--- src/rtl/smfh_pkg.sv ---
// ----------------------------------------------------------------------------
// smfh_pkg
// Shared constants, state and job encodings, and controller/datapath links
// for the streaming multiply-fold 64-bit hash unit.
// ----------------------------------------------------------------------------
package smfh_pkg;

  localparam int unsigned BLOCK_BYTES = 32;
  localparam int unsigned ADDR_W      = $clog2(BLOCK_BYTES);
  localparam int unsigned CNT_W       = ADDR_W + 1;

  localparam logic [63:0] K0 = 64'h6a09e667f3bcc909;
  localparam logic [63:0] K1 = 64'hbb67ae8584caa73b;
  localparam logic [63:0] K2 = 64'h3c6ef372fe94f82b;
  localparam logic [63:0] K3 = 64'ha54ff53a5f1d36f1;
  localparam logic [63:0] K4 = 64'h510e527fade682d1;
  localparam logic [63:0] K5 = 64'h9b05688c2b3e6c1f;

  typedef enum logic [3:0] {
    ST_IDLE,
    ST_DECIDE,
    ST_CHECK,
    ST_END,
    ST_GATHER,
    ST_LOAD,
    ST_MUL,
    ST_APPLY,
    ST_FIN_PRE,
    ST_OUT
  } state_t;

  typedef enum logic [2:0] {
    JOB_SEED,
    JOB_M0,
    JOB_M1,
    JOB_SW,
    JOB_F1,
    JOB_F2,
    JOB_F3
  } job_t;

  typedef struct packed {
    logic              gather_start;
    logic              gather_short;
    logic              rd_en;
    logic [ADDR_W-1:0] rd_idx;
    logic              load;
    job_t              job;
    logic              mul_en;
    logic [1:0]        mul_idx;
    logic              acc_en;
    logic [1:0]        acc_idx;
    logic              apply;
    logic              dest_chain;
    logic              h_from_chain;
    logic              fin_pre;
    logic              out_load;
  } cmd_t;

  typedef struct packed {
    logic live;
    logic start;
    logic last;
    logic full;
    logic cnt_zero;
    logic lt_block;
    logic ge8;
  } status_t;

endpackage

--- src/rtl/smfh_ctrl.sv ---
// ----------------------------------------------------------------------------
// smfh_ctrl
// Sequencer: message start, block absorb, length classes, finish rounds and
// output register handoff.
// ----------------------------------------------------------------------------
module smfh_ctrl (
  input  logic              clk,
  input  logic              rst_n,
  input  logic              in_valid,
  output logic              in_ready,
  output logic              out_valid,
  input  logic              out_ready,
  input  smfh_pkg::status_t status,
  output smfh_pkg::cmd_t    cmd
);

  smfh_pkg::state_t              state_r, state_nxt;
  smfh_pkg::job_t                job_r, job_nxt;
  logic                          dest_r, dest_nxt;
  logic [smfh_pkg::CNT_W-1:0]    gcnt_r, gcnt_nxt;
  logic [2:0]                    mcnt_r, mcnt_nxt;
  logic                          out_valid_r, out_valid_nxt;
  logic                          out_free;

  assign out_free = !out_valid_r || out_ready;

  always_comb begin
    state_nxt = state_r;
    job_nxt   = job_r;
    dest_nxt  = dest_r;
    case (state_r)
      smfh_pkg::ST_IDLE: begin
        if (in_valid && status.live) state_nxt = smfh_pkg::ST_DECIDE;
      end
      smfh_pkg::ST_DECIDE: begin
        if (status.start) begin
          job_nxt   = smfh_pkg::JOB_SEED;
          state_nxt = smfh_pkg::ST_LOAD;
        end else begin
          state_nxt = smfh_pkg::ST_CHECK;
        end
      end
      smfh_pkg::ST_CHECK: begin
        if (status.full) begin
          job_nxt   = smfh_pkg::JOB_M0;
          dest_nxt  = 1'b1;
          state_nxt = smfh_pkg::ST_GATHER;
        end else if (status.last) begin
          state_nxt = smfh_pkg::ST_END;
        end else begin
          state_nxt = smfh_pkg::ST_IDLE;
        end
      end
      smfh_pkg::ST_END: begin
        dest_nxt = 1'b0;
        if (status.lt_block) begin
          if (status.cnt_zero) begin
            job_nxt   = smfh_pkg::JOB_SW;
            state_nxt = smfh_pkg::ST_LOAD;
          end else if (status.ge8) begin
            job_nxt   = smfh_pkg::JOB_M0;
            state_nxt = smfh_pkg::ST_GATHER;
          end else begin
            job_nxt   = smfh_pkg::JOB_SW;
            state_nxt = smfh_pkg::ST_GATHER;
          end
        end else if (!status.cnt_zero) begin
          job_nxt   = smfh_pkg::JOB_M0;
          state_nxt = smfh_pkg::ST_GATHER;
        end else begin
          state_nxt = smfh_pkg::ST_FIN_PRE;
        end
      end
      smfh_pkg::ST_GATHER: begin
        if (gcnt_r == smfh_pkg::CNT_W'(smfh_pkg::BLOCK_BYTES)) state_nxt = smfh_pkg::ST_LOAD;
      end
      smfh_pkg::ST_LOAD: begin
        state_nxt = smfh_pkg::ST_MUL;
      end
      smfh_pkg::ST_MUL: begin
        if (mcnt_r == 3'd4) state_nxt = smfh_pkg::ST_APPLY;
      end
      smfh_pkg::ST_APPLY: begin
        case (job_r)
          smfh_pkg::JOB_SEED: state_nxt = smfh_pkg::ST_CHECK;
          smfh_pkg::JOB_M0: begin
            job_nxt   = smfh_pkg::JOB_M1;
            state_nxt = smfh_pkg::ST_LOAD;
          end
          smfh_pkg::JOB_M1: state_nxt = dest_r ? smfh_pkg::ST_CHECK : smfh_pkg::ST_FIN_PRE;
          smfh_pkg::JOB_SW: state_nxt = smfh_pkg::ST_FIN_PRE;
          smfh_pkg::JOB_F1: begin
            job_nxt   = smfh_pkg::JOB_F2;
            state_nxt = smfh_pkg::ST_LOAD;
          end
          smfh_pkg::JOB_F2: begin
            job_nxt   = smfh_pkg::JOB_F3;
            state_nxt = smfh_pkg::ST_LOAD;
          end
          smfh_pkg::JOB_F3: state_nxt = smfh_pkg::ST_OUT;
          default: state_nxt = smfh_pkg::ST_IDLE;
        endcase
      end
      smfh_pkg::ST_FIN_PRE: begin
        job_nxt   = smfh_pkg::JOB_F1;
        state_nxt = smfh_pkg::ST_LOAD;
      end
      smfh_pkg::ST_OUT: begin
        if (out_free) state_nxt = smfh_pkg::ST_IDLE;
      end
      default: state_nxt = smfh_pkg::ST_IDLE;
    endcase
  end

  always_comb begin
    cmd              = '0;
    cmd.job          = job_r;
    cmd.dest_chain   = dest_r;
    cmd.rd_idx       = gcnt_r[smfh_pkg::ADDR_W-1:0];
    cmd.mul_idx      = mcnt_r[1:0];
    cmd.acc_idx      = 2'(mcnt_r - 3'd1);
    in_ready         = 1'b0;
    case (state_r)
      smfh_pkg::ST_IDLE: in_ready = 1'b1;
      smfh_pkg::ST_CHECK: cmd.gather_start = status.full;
      smfh_pkg::ST_END: begin
        cmd.gather_start = !status.cnt_zero;
        cmd.gather_short = status.lt_block;
        cmd.h_from_chain = !status.lt_block && status.cnt_zero;
      end
      smfh_pkg::ST_GATHER: cmd.rd_en = !gcnt_r[smfh_pkg::CNT_W-1];
      smfh_pkg::ST_LOAD: cmd.load = 1'b1;
      smfh_pkg::ST_MUL: begin
        cmd.mul_en = (mcnt_r != 3'd4);
        cmd.acc_en = (mcnt_r != 3'd0);
      end
      smfh_pkg::ST_APPLY: cmd.apply = 1'b1;
      smfh_pkg::ST_FIN_PRE: cmd.fin_pre = 1'b1;
      smfh_pkg::ST_OUT: cmd.out_load = out_free;
      default: in_ready = 1'b0;
    endcase
  end

  always_comb begin
    gcnt_nxt      = (state_r == smfh_pkg::ST_GATHER) ? gcnt_r + 1'b1 : '0;
    mcnt_nxt      = (state_r == smfh_pkg::ST_MUL) ? mcnt_r + 3'd1 : 3'd0;
    out_valid_nxt = out_valid_r;
    if (cmd.out_load) begin
      out_valid_nxt = 1'b1;
    end else if (out_ready) begin
      out_valid_nxt = 1'b0;
    end
  end

  always_ff @(posedge clk) begin
    if (!rst_n) begin
      state_r     <= smfh_pkg::ST_IDLE;
      job_r       <= smfh_pkg::JOB_SEED;
      dest_r      <= 1'b0;
      gcnt_r      <= '0;
      mcnt_r      <= 3'd0;
      out_valid_r <= 1'b0;
    end else begin
      state_r     <= state_nxt;
      job_r       <= job_nxt;
      dest_r      <= dest_nxt;
      gcnt_r      <= gcnt_nxt;
      mcnt_r      <= mcnt_nxt;
      out_valid_r <= out_valid_nxt;
    end
  end

  assign out_valid = out_valid_r;

endmodule

--- config.mk ---
export PLATFORM = sky130hd
export DESIGN_NAME = smfh_ctrl
export DESIGN_NICKNAME = d
export VERILOG_FILES = /design/src/rtl/smfh_pkg.sv /design/src/rtl/smfh_ctrl.sv
export SDC_FILE = /design/constraint.sdc
export NUM_CORES = 1
export LEC_CHECK = 0
export ABC_AREA = 1
export BUFFER_PORTS_ARGS = -buffer_cell sky130_fd_sc_hd__buf_4
export CAP_MARGIN = 10
export CORE_MARGIN = 4
export CORE_UTILIZATION = 56
export CTS_BUF_LIST = sky130_fd_sc_hd__clkbuf_8
export CTS_CLUSTER_DIAMETER = 150
export CTS_CLUSTER_SIZE = 10
export DETAILED_ROUTE_END_ITERATION = 8
export PLACE_DENSITY = 0.86
export SLEW_MARGIN = 10
export SYNTH_ARGS = -nofsm -noshare
export SYNTH_HDL_FRONTEND = slang
export SYNTH_SLANG_ARGS = --single-unit
--- constraint.sdc ---
create_clock -name clk -period 1.75 [get_ports clk]
set_input_delay 0.175 -clock clk [delete_from_list [all_inputs] [get_ports clk]]
set_output_delay 0.175 -clock clk [all_outputs]
set_load 0.1 [all_outputs]
======== After elaboration in Yosys (flattened, before gate mapping) ========
Index checks and enable logic that the tools add are counted.
word-level totals
  flip-flop bits (word level) ............. 18
  input port bits ......................... 11
  output and inout port bits .............. 25
  logic and storage cells ................. 90
cells by class
  $add $sub $neg .......................... 3
  eq/ne operators ......................... 26
  muxes and demuxes ....................... 36
  reduce and logical (&&, ||, !) cells .... 19
operator list
  operator                                               count
  case mux 4 bit (10 select lines)                       1
  2-to-1 mux 4 bit                                       7
  case mux 4 bit (5 select lines)                        1
  2-to-1 mux 3 bit                                       6
  == test 4 x 3 -> 1 bit, second input constant          4
  case mux 3 bit (5 select lines)                        1
  2-to-1 mux 1 bit                                       14
  == test 3 bit, second input constant                   4
  inequality test 2 bit, second input constant           6
  case mux 3 bit (3 select lines)                        1
  == test 4 x 2 -> 1 bit, second input constant          2
  == test 4 bit, second input constant                   2
  adder 6 x 1 -> 6 bit, second input constant            1
  == test 3 x 2 -> 1 bit, second input constant          2
  == test 6 bit, second input constant                   1
  2-to-1 mux 2 bit                                       3
  inequality test 3 bit, second input constant           2
  AND reduction 2 bit                                    3
  AND reduction 5 bit                                    1
  nonzero test 5 bit                                     1
  == test 4 x 1 -> 1 bit, second input constant          1
  logical NOT 1 bit                                      4
  logical NOT 4 bit                                      1
  inequality test 4 x 1 -> 1 bit, second input constant  1
  other kinds (11)                                       14

======== Longest topological paths before layout ========
Gate-level depths: netlist (run 1).
  depth after elaboration ................. 4
  mapped depth ............................ 9
  mapped depth without buffers ............ 9

======== Worst setup path before layout (run 1) ========
Ideal clock, no wire load.
  kind .................................... register to register
  from .................................... register state_r[3]
  to ...................................... register state_r[2]
  library setup time ...................... 0.075 ns
  data arrival time ....................... 3.156 ns
  data required time ...................... 1.675 ns
  slack ................................... -1.481 ns
  stages on the path, launching flop included .. 6
  path buffers ............................ 0
  clock period less this slack ............ 3.231 ns
  cells stage by stage .................... dfxtp_1 -> nor2_4 -> nand2_4 -> o21ai_0 -> nor3_1 -> nor2_1
between the ends
  longest elaborated chain between the ends .. 3
  elaborated cells between the ends (all ways) .. 16
  classes of those cells .................. eq/ne (13); mux (1); reduce/logical (2)
RTL lines
  what                                            line              source
  start, declared                                 smfh_ctrl.sv:17   smfh_pkg::state_t state_r, state_nxt;
  start signal, assigned                          smfh_ctrl.sv:157  state_r <= smfh_pkg::ST_IDLE;
  start signal, assigned                          smfh_ctrl.sv:164  state_r <= state_nxt;
  == test 4 x 3 -> 1 bit (tied with other cells)  smfh_ctrl.sv:31   case (state_r)
  inequality test 2 bit (no source line)          -
  AND reduction 4 bit (no source line)            -
Parallel ways exist; a longest one is shown, timed or not.
A chain may end at the register's enable or synchronous reset.

==> flow_metrics.env, run 1 <==
export IMPL_synth_nets=189
export IMPL_n_fill_cell=156
export IMPL_core_area_sq_um=1982
export IMPL_seqCellArea_sq_um=369.1
export IMPL_netlist_area_sq_um=1169
export IMPL_total_power_mw=1.692
export IMPL_postCtsHoldBufs=0
export IMPL_slew_headroom_pct=78.00
export IMPL_yosysWarnings=0
export IMPL_ys_ff_latch=18
export IMPL_cts_setup_buffers=0
export IMPL_worstPathCellList="inv_1, nor2_4, inv_1, nor4_4, buf_6"
export IMPL_area_growth_pct=31.80
export IMPL_leakage_nw=0.6771
export IMPL_viasPerCell=5.235
export IMPL_syn_inst=174
export IMPL_setup_viol=0
export IMPL_rows=16
export IMPL_cp_common_cell="inv_1"
export IMPL_dr_pass1_iters=4
export IMPL_maxSlewViolCount=0
export IMPL_routed_wl_mm=2.871
export IMPL_htree_num_levels=1
export IMPL_vias=1204
export IMPL_final_common_cell="nand2_1"
export IMPL_start_util_pct=58.96
export IMPL_crit_path_start_kind="flip-flop"
export IMPL_io_buffers=35
export IMPL_min_period_ps=1668
export IMPL_finalSetupTns_ps=0
export IMPL_worst_clock_skew_ps=2.110
export IMPL_clk_pin_slew_ps=70
export IMPL_post_route_period_util_pct=95.31
export IMPL_end_kind="primary output"
export IMPL_arrival_ps=1490
export IMPL_cts_root_buffer="clkbuf_8"
export IMPL_r2r_end="state_r[2]$_SDFFE_PN0P_"
export IMPL_dp_hpwl_mm=2.315
export IMPL_layout_common_cells="34 x nand2_1, 32 x buf_4, 25 x inv_1, 18 x nor2_1, 13 x dfxtp_1"
export IMPL_required_ps=1570
export IMPL_rrSetupSlack_ps=330
export IMPL_route_detailed_drc=0
export IMPL_met3_usage_pct=4.432
export IMPL_num_antenna_cells=0
export IMPL_insertion_delay_ps=250
export IMPL_antenna_left=0
export IMPL_grt_max_degree=11
export IMPL_gp_congestion=0.9123
export IMPL_rr_worst_depth=8
export IMPL_fmax_mhz=599.5
export IMPL_tritoncts="done"
export IMPL_cts_path_max_buffers=2
export IMPL_synth_cell_types=26
export IMPL_setup_worst_path_end="cmd[0]"
export IMPL_crit_start="state_r[0]$_SDFFE_PN0P_"
export IMPL_vdd_drop_max_v=0.0007900
export IMPL_nets=220
export IMPL_crit_slowest_cell="dfxtp_2"
export IMPL_hold_class="input port to flip-flop"
export IMPL_reg2reg_from="state_r[2]$_SDFFE_PN0P_"
export IMPL_fp_dieH_um=53.68
export IMPL_grt_use_met1_pct=23.83
export IMPL_synth_area_per_cell_sq_um=6.716
export IMPL_die_w_um=53.68
export IMPL_wire_per_inst_um=12.48
export IMPL_ioPinCount=36
export IMPL_top_usage_layer="met2"
export IMPL_slowest_delay_ps=380
export IMPL_cp_max_fo=5
export IMPL_cap_violations=0
export IMPL_drive_gt1_share_pct=35.47
export IMPL_cts_resized=6
export IMPL_first_global_vias=1169
export IMPL_cts_buffers=3
export IMPL_grt_pass1_wl_mm=4.754
export IMPL_grt_usage_pct=22.52
export IMPL_hold_viol=0
export IMPL_multi_input_area_sq_um=694.4
export IMPL_status="completed"
export IMPL_clock_sinks=18
export IMPL_grt_overflow_total=0
export IMPL_criticalPathCategory="flip-flop to primary output"
export IMPL_tightest_slew_ps=328.7
export IMPL_grt_antenna_before_repair=0
export IMPL_power_density_nw_per_um2=1098
export IMPL_yosysSeqAreaShare_pct=30.84
export IMPL_die_area_sq_um=2882
export IMPL_grt_use_met2_pct=42.14
export IMPL_drt_initial_drc_count=24
==> kinds of logic (layout without fill, tap and decap cells) <==
| family | Yosys count | in the layout | share of synthesized area [%] |
|---|---|---|---|
| compound gates | 17 | 17 | 8.245 |
| buf+inv | 39 | 68 | 15.42 |
| fa+ha+maj | 4 | 4 | 4.283 |
| flops | 18 | 18 | 30.84 |
| xor+xnor | 2 | 2 | 1.499 |
| simple gates | 94 | 94 | 39.72 |
==> worst max-delay path: cells and delay by family (launching register included) <==
kind          cells  cell delay [ps]
simple gates      2              390
buf+inv           3              460
flops             1              380
==> flip-flops by register name, indices dropped and copies added (netlist names) <==
register / cells
job_r: 3
mcnt_r: 3
dest_r: 1
out_valid: 1
state_r: 4
gcnt_r: 6
==> where the power goes <==
part	switching, mW	total (mW)	internal (mW)	leakage, nW
Combinational	0.665	0.888	0.224	0.508
Sequential	0.0589	0.513	0.454	0.148
Clock	0.138	0.291	0.153	0.0216
==> metrics by stage <==
step	instance area [sq um]	instances	setup WS [ps]	util, %	hold WS [ps]
after floorplan	1230	174	-174.8	-	272.6
after global placement	1459	227	246.1	73.61	390.1
after detailed placement	1459	227	157.9	73.61	399.1
after CTS	1521	230	16.06	76.77	134.4
after global routing	1540	230	-10.19	77.71	144.5
final	1540	230	82.08	77.71	136.6
==> Yosys cell counts (all sizes together) <==
cell type	n	area, sq um
nor2	27	123.9
xnor2	2	17.52
nand2	40	165.2
o21ai	4	20.02
a21oi	9	45.04
ha	4	50.05
a41oi	1	8.760
nand3	13	70.07
o211ai	1	7.510
nor3	4	31.28
inv	30	112.6
dfxtp	18	360.4
or2	3	18.77
a31oi	1	6.260
buf	9	67.56
nor4	1	12.51
nand3b	4	30.03
nand4	2	12.51
o2111ai	1	8.760
==> area by class of cell <==
class,instances,share of cell area [%]
multi-input combinational,117,45.09
sequential,18,23.96
timing repair buffer,35,18.03
inverter,30,8.042
clock buffer,3,2.681
tap,27,2.193
==> how the worst min path moves through the flow <==
stage | startpoint | to | slack, ps | cells after the start
after floorplan | rst_n | state_r[3]$_SDFFE_PN0P_ | 270 | 2
after global placement | rst_n | state_r[3]$_SDFFE_PN0P_ | 390 | 3
after detailed placement | rst_n | state_r[3]$_SDFFE_PN0P_ | 400 | 3
after CTS | rst_n | state_r[3]$_SDFFE_PN0P_ | 130 | 3
after global routing | rst_n | state_r[3]$_SDFFE_PN0P_ | 140 | 3
final | rst_n | state_r[3]$_SDFFE_PN0P_ | 140 | 3
==> metal layers <==
metal | wire [um] | up-vias | share of wire [%]
li1 | - | 602 | -
met3 | 149 | 4 | 5.2
met4 | 40 | 0 | 1.4
met2 | 1529 | 41 | 53
met5 | 0 | - | 0
met1 | 1152 | 557 | 40
Power figures use the tool's default switching activity.
==> run 2, diff against run 1 <==
==> constraint.sdc (replaced) <==
create_clock -name clk -period 1.75 [get_ports clk]
set_input_delay 0.175 -clock clk [delete_from_list [all_inputs] [get_ports clk]]
set_output_delay 0.175 -clock clk [all_outputs]
set_load 0.05 [all_outputs]
==> run 2 against run 1 <==
Net effect:
- via count is 2.2% lower
- routed wire length shrank 4.4%
- clock skew grew 1.6 ps
- combinational power shrank 22%
- clock power rose by 17%
- global-route usage fell by 1.4 points
- flip-flop and latch count unchanged
- sequential share of layout area is 0.67 points higher
- utilization down 3.4 points
- cell count is 0.43% higher
- clock-buffer cell count rose by 1
- register-to-register slack better by 50 ps
==> flow_metrics.env, run 2 (synthesis results as in run 1) <==
export IMPL_status="completed"
export IMPL_fin_util_pct=74.31
export IMPL_layout_common_cells="36 x nand2_1, 35 x buf_4, 29 x inv_1, 20 x nor2_1, 16 x dfxtp_1"
export IMPL_arrival_ps=1440
export IMPL_rr_worst_depth=7
export IMPL_route_detailed_drc=0
export IMPL_dr_pass1_iters=4
export IMPL_vias=1178
export IMPL_fmax_mhz=619.2
export IMPL_drive_gt1_share_pct=29.41
export IMPL_power_share_clock_pct=22.2
export IMPL_n_fill_cell=168
export IMPL_fin_ws_ps=134.9
export IMPL_crit_path_start_kind="flip-flop"
export IMPL_min_period_ps=1615
export IMPL_gp_congestion=0.9084
export IMPL_r2r_end="job_r[1]$_SDFFE_PN0P_"
export IMPL_slew_headroom_pct=79.24
export IMPL_htree_num_levels=1
export IMPL_clk_pin_slew_ps=70
export IMPL_post_route_period_util_pct=92.29
export IMPL_place_ws_ps=325.6
export IMPL_hold_class="input port to flip-flop"
export IMPL_ioPinCount=36
export IMPL_reg2reg_from="state_r[3]$_SDFFE_PN0P_"
export IMPL_nets=220
export IMPL_grt_max_degree=11
export IMPL_p_sw_mw=0.6691
export IMPL_path_buf_inv=3
export IMPL_worstPathCellList="inv_1, nor2_2, inv_1, nor4_4, buf_4"
export IMPL_num_antenna_cells=0
export IMPL_leakage_nw=0.6878
export IMPL_cap_violations=0
export IMPL_crit_slowest_cell="dfxtp_1"
export IMPL_grt_antenna_before_repair=0
export IMPL_setup_viol=0
export IMPL_tritoncts="done"
export IMPL_tightest_slew_ps=310.2
export IMPL_area_growth_pct=26.02
export IMPL_p_sw_share_pct=43.68
export IMPL_grt_pass1_wl_mm=4.436
export IMPL_io_buffers=35
export IMPL_routed_wl_mm=2.745
export IMPL_viasPerCell=5.100
export IMPL_vdd_drop_max_v=0.0006295
export IMPL_grt_usage_pct=21.16
export IMPL_crit_start="state_r[0]$_SDFFE_PN0P_"
export IMPL_criticalPathCategory="flip-flop to primary output"
export IMPL_largest_reg_flops=6
export IMPL_crit_cells=5
export IMPL_reg_top3="gcnt_r (6), state_r (4)"
export IMPL_insertion_delay_ps=250
export IMPL_grt_setup_unrepaired="false"
export IMPL_dp_hpwl_mm=2.259
export IMPL_power_density_nw_per_um2=1040
export IMPL_slowest_delay_ps=410
export IMPL_fp_dieH_um=53.68
export IMPL_seq_power_share_pct=32.8
export IMPL_cp_common_cell="inv_1"
export IMPL_maxSlewViolCount=0
export IMPL_antenna_left=0
export IMPL_combinationalPowerShare_pct=45.1
export IMPL_rrSetupSlack_ps=380
export IMPL_postCtsHoldBufs=0
export IMPL_clock_sinks=18
export IMPL_cts_setup_buffers=0
export IMPL_start_util_pct=58.96
export IMPL_crit_family="buffers and inverters"
export IMPL_core_area_sq_um=1982
export IMPL_end_kind="primary output"
export IMPL_die_w_um=53.68
export IMPL_die_area_sq_um=2882
export IMPL_first_global_vias=1046
export IMPL_final_common_cell="nand2_1"
export IMPL_wire_per_inst_um=11.88
export IMPL_intPower_mw=0.8628
export IMPL_hold_viol=0
export IMPL_required_ps=1570
export IMPL_drt_initial_drc_count=35
export IMPL_setup_worst_path_end="cmd[0]"
export IMPL_cts_buffers=3
export IMPL_largest_register="gcnt_r"
export IMPL_worst_clock_skew_ps=3.734
export IMPL_cts_path_max_buffers=2
export IMPL_rows=16
export IMPL_cp_max_fo=5
export IMPL_grt_overflow_total=0
export IMPL_cts_root_buffer="clkbuf_8"
run 2: cell count changes in the layout (fill, tap and decap cells not counted), moves of 2 or more:
cell,delta
dfxtp_1,+3
nor2_4,-3
buf_6,-2
clkinvlp_4,-3
dfxtp_2,-2
buf_4,+3
nand2_1,+2
nand2_2,-2
nor2_1,+2
inv_1,+4
run 2: layer usage:
layer  vias up  GRT usage [%]  part of all wire, %
met5         -              0                    0
met4         0          7.234                  1.4
met3         8          3.324                  5.6
met2        37          34.27                   46
met1       527          28.31                   47
li1        606              -                    -
run 2: how the worst min path moves through the flow:
stage	cells past startpoint	endpoint	slack, ps	start
final	3	state_r[3]$_SDFFE_PN0P_	130	rst_n
after global routing	3	state_r[3]$_SDFFE_PN0P_	130	rst_n
after CTS	3	state_r[3]$_SDFFE_PN0P_	130	rst_n
after detailed placement	3	state_r[3]$_SDFFE_PN0P_	390	rst_n
after global placement	3	state_r[3]$_SDFFE_PN0P_	390	rst_n
after floorplan	2	state_r[3]$_SDFFE_PN0P_	270	rst_n
run 2: per-stage QoR:
step	instance area, sq um	TNS (ps)	cells	hold slack (ps)	total power [mW]
6_report	1473	0	231	130.3	1.532
3_5_place_dp	1401	0	227	393.2	1.185
3_3_place_gp	1401	0	227	389.8	1.164
4_1_cts	1456	0	231	130.9	1.522
5_1_grt	1473	0	231	134.8	1.630
2_1_floorplan	1172	-32.87	174	272.6	1.014
run 2: power groups by stage:
| stage | sequential, mW | clock (mW) | combinational [mW] |
|---|---|---|---|
| 3_3_place_gp | 0.499 | 0 | 0.665 |
| 3_5_place_dp | 0.503 | 0 | 0.683 |
| 6_report | 0.502 | 0.340 | 0.690 |
| 2_1_floorplan | 0.500 | 0 | 0.515 |
| 5_1_grt | 0.507 | 0.361 | 0.762 |
| 4_1_cts | 0.493 | 0.342 | 0.686 |
run 2: repair_timing:
| action | 4_1_cts | 5_1_grt |
|---|---|---|
| setup endpoints to repair | 0 | 3 |
| resized for setup | 0 | 5 |
| hold endpoints to repair | 0 | 0 |
run 2: cell type report:
cell class	instances	area, sq um	area share [%]
inverter	30	112.6	7.647
timing repair buffer	35	262.8	17.84
multi-input combinational	117	645.6	43.84
tap	27	33.78	2.294
clock buffer	4	55.05	3.738
sequential	18	362.8	24.64
run 2: worst register-to-register path: stages, from the launching register on:
cell and delay [ps]:
dfxtp_1 370, inv_1 150, nand2_2 90, nor2_4 180, nand3_1 140, nand3_2 120
nand3_1 100, a21oi_1 150
==> run 3, diff against run 2 <==
Settings changed: RECOVER_POWER set to 25.
==> run 3 against run 2 <==
Net effect:
- routed wire length down 0.22%
- largest power group unchanged
- utilization shrank 1.7 points
- sequential power about the same
- worst setup slack hardly changed
- highest routed layer unchanged
- clock-buffer cell count did not move
==> flow_metrics.env, run 3 (synthesis results as in run 1) <==
export IMPL_seqCellArea_sq_um=362.8
export IMPL_postCtsHoldBufs=0
export IMPL_cts_buffers=3
export IMPL_rows=16
export IMPL_vdd_drop_max_v=0.0006267
export IMPL_arrival_ps=1440
export IMPL_fmax_mhz=619.2
export IMPL_core_area_sq_um=1982
export IMPL_layout_common_cells="36 x nand2_1, 29 x inv_1, 26 x buf_4, 20 x nor2_1, 16 x dfxtp_1"
export IMPL_grt_usage_pct=21.16
export IMPL_reg_top3="gcnt_r (6), state_r (4)"
export IMPL_tritoncts="done"
export IMPL_antenna_left=0
export IMPL_grt_overflow_total=0
export IMPL_multi_input_area_sq_um=645.6
export IMPL_hold_viol=0
export IMPL_power_density_nw_per_um2=1059
export IMPL_clk_pin_slew_ps=70
export IMPL_grt_antenna_before_repair=0
export IMPL_vias=1175
export IMPL_crit_path_start_kind="flip-flop"
export IMPL_end_kind="primary output"
export IMPL_final_common_cell="nand2_1"
export IMPL_clock_sinks=18
export IMPL_die_w_um=53.68
export IMPL_dp_hpwl_mm=2.259
export IMPL_first_global_vias=1046
export IMPL_nets=220
export IMPL_hold_class="input port to flip-flop"
export IMPL_ioPinCount=36
export IMPL_maxSlewViolCount=0
export IMPL_largest_register="gcnt_r"
export IMPL_cp_max_fo=5
export IMPL_worst_clock_skew_ps=3.845
export IMPL_drive_gt1_share_pct=25.00
export IMPL_criticalPathCategory="flip-flop to primary output"
export IMPL_place_ws_ps=325.6
export IMPL_area_growth_pct=23.13
export IMPL_dr_pass1_iters=4
export IMPL_start_util_pct=58.96
export IMPL_io_buffers=35
export IMPL_cap_violations=0
export IMPL_routed_wl_mm=2.739
export IMPL_grt_pass1_wl_mm=4.436
export IMPL_die_area_sq_um=2882
export IMPL_fp_dieH_um=53.68
export IMPL_required_ps=1570
export IMPL_slew_headroom_pct=59.98
export IMPL_drt_initial_drc_count=35
export IMPL_htree_num_levels=1
export IMPL_status="completed"
export IMPL_cts_root_buffer="clkbuf_8"
export IMPL_viasPerCell=5.087
export IMPL_grt_setup_unrepaired="false"
export IMPL_fin_util_pct=72.60
export IMPL_grt_max_degree=11
export IMPL_fin_ws_ps=135.0
export IMPL_largest_reg_flops=6
export IMPL_insertion_delay_ps=250
export IMPL_min_period_ps=1615
export IMPL_num_antenna_cells=0
export IMPL_setup_viol=0
export IMPL_route_detailed_drc=0
export IMPL_cts_path_max_buffers=2
export IMPL_post_route_period_util_pct=92.29
export IMPL_leakage_nw=0.6494
export IMPL_wire_per_inst_um=11.86
export IMPL_tightest_slew_ps=602.9
export IMPL_gp_congestion=0.9084
export IMPL_n_fill_cell=183
-- run 3: cell count changes in the layout (fill, tap and decap cells not counted), sizes merged --
| cell | delta |
|---|---|
| buf | -9 |
| clkbuf | +9 |
-- run 3: final timing paths --
kind	startpoint	endpoint	slack, ps	depth (start not counted)
min	rst_n	state_r[3]$_SDFFE_PN0P_	130	3
min reg2reg	mcnt_r[0]$_SDFF_PN0_	mcnt_r[0]$_SDFF_PN0_	470	1
max	state_r[0]$_SDFFE_PN0P_	cmd[0]	130	5
max reg2reg	state_r[3]$_SDFFE_PN0P_	state_r[2]$_SDFFE_PN0P_	390	7
-- run 3: final cells by class --
| class | count | share of cell area, % |
|---|---|---|
| well taps | 27 | 2.348 |
| repair buffers | 35 | 15.91 |
| multi-input cells | 117 | 44.87 |
| inverters | 30 | 7.826 |
| clock buffers | 4 | 3.826 |
| flip-flops and latches | 18 | 25.22 |
-- run 3: routing by layer --
layer / vias up / share of wire [%] / global-route usage [%] / wire (um)
met5: - / 0 / 0 / 0
met4: 0 / 1.4 / 7.234 / 39
met3: 8 / 5.5 / 3.324 / 152
met2: 39 / 46 / 34.27 / 1254
met1: 522 / 47 / 28.31 / 1293
li1: 606 / - / - / -
-- run 3: timing repair --
action,CTS,global route
resized for setup,0,5
setup endpoints to repair,0,3
setup buffers,0,0
-- run 3: power by group --
| part | switching (mW) | internal (mW) | leakage [nW] | total [mW] |
|---|---|---|---|---|
| combinational | 0.475 | 0.209 | 0.474 | 0.683 |
| sequential | 0.0540 | 0.448 | 0.146 | 0.502 |
| clock | 0.139 | 0.200 | 0.0288 | 0.339 |
| total | 0.668 | 0.856 | 0.649 | 1.52 |
-- run 3: worst max-delay path: stages (launching register included) --
cell and delay, ps:
dfxtp_1 410, inv_1 70, nor2_2 130, inv_1 100, nor4_4 230, buf_4 240
-- run 3: through the flow --
stage | hold slack, ps | instance area [sq um] | total power, mW | TNS, ps | instances
2_1_floorplan | 272.6 | 1172 | 1.014 | -32.87 | 174
3_3_place_gp | 389.8 | 1401 | 1.164 | 0 | 227
3_5_place_dp | 393.2 | 1401 | 1.185 | 0 | 227
4_1_cts | 130.9 | 1456 | 1.522 | 0 | 231
5_1_grt | 134.8 | 1439 | 1.623 | 0 | 231
6_report | 130.4 | 1439 | 1.524 | 0 | 231
